### config.mk
export PLATFORM = sky130hd
export DESIGN_NAME = rdsp_div_chain
export DESIGN_NICKNAME = d
export VERILOG_FILES = /design/src/design/rdsp_pkg.sv /design/src/design/rdsp_div_cell.sv /design/src/design/rdsp_div_chain.sv
export SDC_FILE = /design/constraint.sdc
export NUM_CORES = 2
export LEC_CHECK = 0
export BUFFER_PORTS_ARGS = -buffer_cell sky130_fd_sc_hd__clkbuf_2
export CORE_MARGIN = 2
export CORE_UTILIZATION = 55
export DETAILED_ROUTE_END_ITERATION = 6
export PLACE_DENSITY = 0.72
export SYNTH_ARGS = -nofsm -noshare
export SYNTH_HDL_FRONTEND = slang
export SYNTH_SLANG_ARGS = --single-unit
### constraint.sdc
create_clock -name i_clk -period 5.3 [get_ports i_clk]
set_clock_uncertainty 0.05 [all_clocks]
set_input_delay 1.06 -clock i_clk [delete_from_list [all_inputs] [get_ports i_clk]]
set_output_delay 1.06 -clock i_clk [all_outputs]
set_load 0.03 [all_outputs]
### src/design/rdsp_pkg.sv
// ----------------------------------------------------------------------------
// rdsp_pkg
// Shared types and constants for the deadline success probability block.
// ----------------------------------------------------------------------------
package rdsp_pkg;

    localparam int PROB_FRAC_BITS = 32;
    localparam int PROB_W         = PROB_FRAC_BITS + 1;
    localparam logic [PROB_W-1:0] PROB_ONE = {1'b1, {PROB_FRAC_BITS{1'b0}}};

    localparam int DIV_BITS   = 32;
    localparam int DIVISOR_W  = 16;
    localparam int CEIL_W     = DIV_BITS + 1;

    localparam int CFG_IDX_W  = 2;
    localparam logic [CFG_IDX_W-1:0] CFG_STEP_LENGTH    = 2'd0;
    localparam logic [CFG_IDX_W-1:0] CFG_RESTART_TIME   = 2'd1;
    localparam logic [CFG_IDX_W-1:0] CFG_DECAY_PER_STEP = 2'd2;

    localparam logic [1:0] CMD_LOWER = 2'd1;

    typedef enum logic [1:0] {
        TAG_TASK,
        TAG_DEAD,
        TAG_REST
    } t_div_tag;

    typedef struct packed {
        logic                 valid;
        t_div_tag             tag;
        logic [DIVISOR_W-1:0] rem;
        logic [DIV_BITS-1:0]  dvd;
        logic [DIV_BITS-1:0]  quo;
    } t_div_beat;

    typedef enum logic [3:0] {
        S_IDLE,
        S_FEED_DEAD,
        S_FEED_REST,
        S_DIV_WAIT,
        S_BOUND,
        S_POW_MUL,
        S_POW_WR,
        S_ROW,
        S_RD,
        S_MUL,
        S_ACC,
        S_ROW_WR,
        S_BOUND_DONE,
        S_OUT
    } t_state;

endpackage

### src/design/rdsp_div_cell.sv
// ----------------------------------------------------------------------------
// rdsp_div_cell
// One restoring division step: shift in a dividend bit, trial subtract.
// ----------------------------------------------------------------------------
module rdsp_div_cell
    import rdsp_pkg::*;
(
    input  logic                 i_clk,
    input  logic                 i_rst_n,
    input  logic [DIVISOR_W-1:0] i_divisor,
    input  t_div_beat            i_beat,
    output t_div_beat            o_beat
);

    t_div_beat               r_beat;
    t_div_beat               n_beat;
    logic [DIVISOR_W:0]      trial;
    logic                    fits;

    always_comb begin
        trial  = {i_beat.rem, i_beat.dvd[DIV_BITS-1]};
        fits   = trial >= {1'b0, i_divisor};
        n_beat = i_beat;
        n_beat.dvd = {i_beat.dvd[DIV_BITS-2:0], 1'b0};
        n_beat.quo = {i_beat.quo[DIV_BITS-2:0], fits};
        if (fits) begin
            n_beat.rem = DIVISOR_W'(trial - {1'b0, i_divisor});
        end else begin
            n_beat.rem = trial[DIVISOR_W-1:0];
        end
    end

    always_ff @(posedge i_clk) begin
        if (!i_rst_n) begin
            r_beat.valid <= 1'b0;
        end else begin
            r_beat.valid <= n_beat.valid;
        end
        r_beat.tag <= n_beat.tag;
        r_beat.rem <= n_beat.rem;
        r_beat.dvd <= n_beat.dvd;
        r_beat.quo <= n_beat.quo;
    end

    assign o_beat = r_beat;

endmodule

### src/design/rdsp_div_chain.sv
// ----------------------------------------------------------------------------
// rdsp_div_chain
// Row of division cells giving the ceiling of a dividend over the step length.
// ----------------------------------------------------------------------------
module rdsp_div_chain
    import rdsp_pkg::*;
(
    input  logic                 i_clk,
    input  logic                 i_rst_n,
    input  logic [DIVISOR_W-1:0] i_divisor,
    input  logic                 i_valid,
    input  t_div_tag             i_tag,
    input  logic [DIV_BITS-1:0]  i_dividend,
    output logic                 o_valid,
    output t_div_tag             o_tag,
    output logic [CEIL_W-1:0]    o_ceil
);

    t_div_beat links [DIV_BITS+1];

    always_comb begin
        links[0].valid = i_valid;
        links[0].tag   = i_tag;
        links[0].rem   = '0;
        links[0].dvd   = i_dividend;
        links[0].quo   = '0;
    end

    for (genvar g = 0; g < DIV_BITS; g++) begin : g_cell
        rdsp_div_cell u_cell (
            .i_clk     (i_clk),
            .i_rst_n   (i_rst_n),
            .i_divisor (i_divisor),
            .i_beat    (links[g]),
            .o_beat    (links[g+1])
        );
    end

    assign o_valid = links[DIV_BITS].valid;
    assign o_tag   = links[DIV_BITS].tag;
    assign o_ceil  = {1'b0, links[DIV_BITS].quo}
                   + CEIL_W'(links[DIV_BITS].rem != '0);

endmodule

==> metrics.md <==
| Metric | Value |
|---|---|
| Cell variety after synth | 93 |
| Ys flop type | dfxtp_1 |
| Clock Tree Buf Depth | 3 |
| Sequential fraction of the synthesis area | 52.3% |
| Overall Power | 47.2 mW |
| Most frequent CP cell | ha_1 |
| CP Buf/Inv Count | 1 |
| Vias in the first global route | 39200 |
| Largest net degree at the start of global routing | 39 |
| CTS clock-pin slew for the worst setup and hold paths | 60 ps |
| Residual DRC count | 0 |
| Slew HR | 30.3% |
| Die X-Extent | 341 um |
| Count of final hold-check violations | 0 |
| Drt first-iter violations | 2663 |
| First-pass GRT wire length | 196000 um |
| Yosys warnings | 0 |
| Hold crit path type | reg2reg |
| HPWL after detailed placement | 84500 um |
| H-Tree Level Count | 4 |
| Sw Pwr | 15.7 mW |
| Clk network pwr share | 23.9% |
| Placer congestion estimate | 0.889 |
| First-pass DRT Iterations | 6 |
| CP peak stage delay | 490 ps |
| Site Rows | 123 |
| Starting density of the core | 55.5% |
| IO Count | 89 |
| Post CTS Setup Buffer Count | 0 |
| Logic pwr share | 39.4% |
| Cell area after synthesis | 62500 um2 |
| Clock sink total | 1632 |
| Place WS | 666 ps |
| Status | completed |
| Final setup TNS | 0 ps |
| Flop pwr share | 36.7% |
| Int Power | 31.5 mW |
| Fillcell total | 8993 |
| Max Fanout on Critical Path | 4 |
| PD cells | 670 nW/um2 |
| Worst-margin pin slew | 1040 ps |
| Hold-fix buffers, CTS | 0 |
| Setup CP Type | reg2out |
| Root Buffer | clkbuf_16 |
| CTS tree | built |
| Largest register FFs | 1632 |
| Total CTS buffers | 157 |
| Gr ovfl total | 0 |
| Final setup fails | 0 |
| Vias after detailed routing | 40500 |
| WP data required | 4190 ps |
| Share of layout cells above drive strength 1 | 14.2% |
| PnR worst setup slack | 710 ps |
| Routed len/inst | 16.3 um |
| Critical path startpoint category | register |
| Final Max Tran Viols | 0 |
| Synthesized flop and latch total | 1632 |
| Final antenna-violating net count | 0 |
| Core area | 113000 um2 |
| Antenna violations before repair | 4 |
| Post-layout nets | 6385 |
| Vias/cell | 5.45 |
| Max stage delay cell, worst path | nor4_1 |
| Area delta synth->final | 12.7% |
| Leakage Power | 30.4 nW |
| Final period util | 86.6% |
| Async SR Flop Fraction | 0% |
| Avg Inst Size Synth | 11.2 um2 |
| Tmin final | 4590 ps |
| Setup crit end kind | output pin |
| Mapped Nets | 6157 |
| RSZ-0062 raised after global routing | false |
| Count of input and output buffers | 88 |
| Crit path cell chain | nor4_1 -> nand4_1 -> ha_1 -> ha_1 -> nand3_1 -> or2_2 -> or3_1 -> nor2_1 -> xor2_1 -> clkbuf_2 |
| Max-cap violations | 0 |
| Maximum vdd drop | 0.000397 V |
| Fmax | 218 MHz |
| Post-synthesis cell count | 5573 |
| Net Sw Frac | 33.3% |
| Critical path arrival | 3480 ps |
| CP delay by family, top | simple AND/OR/NAND/NOR gates |
| Gr usage total | 20.6% |
| Total Wirelength | 121000 um |
| Die height | 341 um |
| Post-synth EDFFs | 0 |
| Number of gates resized after CTS | 0 |
| Clock Latency Late Sink | 770 ps |
| DIE AREA | 116000 um2 |
==> cell usage after synthesis, types with 17 or more instances <==
| master | number | area share [%] |
|---|---|---|
| ha_1 | 500 | 10 |
| buf_2 | 26 | 0.21 |
| inv_1 | 160 | 0.96 |
| nand3_1 | 88 | 0.70 |
| mux2i_1 | 65 | 1.0 |
| nand2b_1 | 60 | 0.60 |
| a211o_1 | 17 | 0.24 |
| xnor2_1 | 263 | 3.7 |
| nand2_1 | 277 | 1.7 |
| clkbuf_1 | 30 | 0.18 |
| a21oi_1 | 282 | 2.3 |
| a31oi_1 | 39 | 0.39 |
| nor4_1 | 25 | 0.25 |
| nor3_1 | 91 | 0.73 |
| nor2b_1 | 97 | 0.97 |
| mux2_4 | 28 | 0.67 |
| a21boi_0 | 41 | 0.49 |
| o31ai_1 | 27 | 0.32 |
| fa_1 | 31 | 0.99 |
| or3_1 | 61 | 0.61 |
| a21o_1 | 100 | 1.2 |
| nand4_1 | 73 | 0.73 |
| o21ai_0 | 211 | 1.7 |
| o211ai_1 | 36 | 0.43 |
| and4_1 | 18 | 0.25 |
| and3_1 | 34 | 0.34 |
| xor2_1 | 94 | 1.3 |
| or2_2 | 31 | 0.31 |
| a211oi_1 | 49 | 0.59 |
| mux2_2 | 316 | 5.7 |
| and2_1 | 46 | 0.46 |
| nor2_1 | 320 | 1.9 |
| o21a_1 | 92 | 1.1 |
| o31a_1 | 48 | 0.67 |
| dfxtp_1 | 1632 | 52 |
==> placed cells by master (no fill, tap or decap), types with 38 or more instances in the layout <==
cell type,count
dfxtp_1,1632
ha_1,500
nor2_1,320
mux2_2,316
a21oi_1,282
nand2_1,277
xnor2_1,263
o21ai_0,211
inv_1,159
clkbuf_16,158
a21o_1,100
nor2b_1,97
xor2_1,94
o21a_1,92
nor3_1,91
nand3_1,88
clkbuf_2,87
nand4_1,73
mux2i_1,65
or3_1,61
nand2b_1,60
a211oi_1,49
o31a_1,48
and2_1,46
buf_4,42
a21boi_0,41
a31oi_1,38
==> logic make-up (layout without fill, tap and decap cells) <==
kind of cell               after synthesis  in the layout  share of synthesized area (%)
DFF                                   1632           1632                           52.3
and+or+nand+nor                       1259           1259                           10.0
AOI/OAI and AO/OA                     1136           1136                           12.3
adders and majority gates              531            531                           11.0
muxes                                  423            423                           7.66
xor gates and xnor gates               357            357                           5.00
buffers and inverters                  235            587                           1.71
other                                    0              1                              0
==> path summary, 6_finish.rpt <==
kind	slack [ps]	cells after the start	to	startpoint
worst max-delay path	710	10	o_ceil[30]	g_cell[31].u_cell.o_beat[65]
worst min-delay path	260	0	g_cell[3].u_cell.o_beat[80]	g_cell[2].u_cell.o_beat[80]
worst max register to register	2140	9	g_cell[4].u_cell.o_beat[72]	g_cell[3].u_cell.o_beat[69]
worst min register to register	260	0	g_cell[3].u_cell.o_beat[80]	g_cell[2].u_cell.o_beat[80]
==> final cells by class <==
class	count	area, um2	share of cell area (%)
Tap cell	1500	1880	2.66
Multi-Input combinational cell	3706	28800	40.9
Timing Repair Buffer	144	1050	1.49
Clock inverter	77	981	1.39
Inverter	160	601	0.853
Clock buffer	206	4430	6.30
Sequential cell	1632	32700	46.4
Antenna cell	1	2.50	0.00355
==> per-layer routing <==
layer	up-vias	global-route usage, %	wire length, um
met4	4	7.98	3800
met1	18900	26.9	55200
met5	-	0	24
li1	20400	-	-
met2	895	34.3	56100
met3	243	3.38	5640
==> power by group through the flow <==
stage                     clock [mW]  combinational (mW)  sequential [mW]
final                           11.3                18.6             17.3
after global routing            12.1                20.6             17.6
after CTS                       11.6                18.5             17.3
after detailed placement           0                18.3             17.6
after global placement             0                17.9             17.6
after floorplan                    0                15.3             16.9
==> through the flow <==
stage | std cells | cell area (um2) | utilization, % | hold WS [ps]
4_1_cts | 7425 | 70400 | 62.5 | 261
5_1_grt | 7425 | 70400 | 62.5 | 266
6_report | 7426 | 70400 | 62.5 | 265
3_5_place_dp | 7142 | 65000 | 57.7 | 262
2_1_floorplan | 5573 | 62500 | - | 260
3_3_place_gp | 7142 | 65000 | 57.7 | 260
==> worst register-to-register path, delay by kind of cell (launching register included) <==
family	cells	cell delay, ps
AO/OA/AOI/OAI	5	850
adder cells (fa/ha/maj)	1	360
flip-flops	1	330
multiplexers	1	440
AND/OR/NAND/NOR	2	1020
No activity file was read; power rests on OpenSTA's default activity.
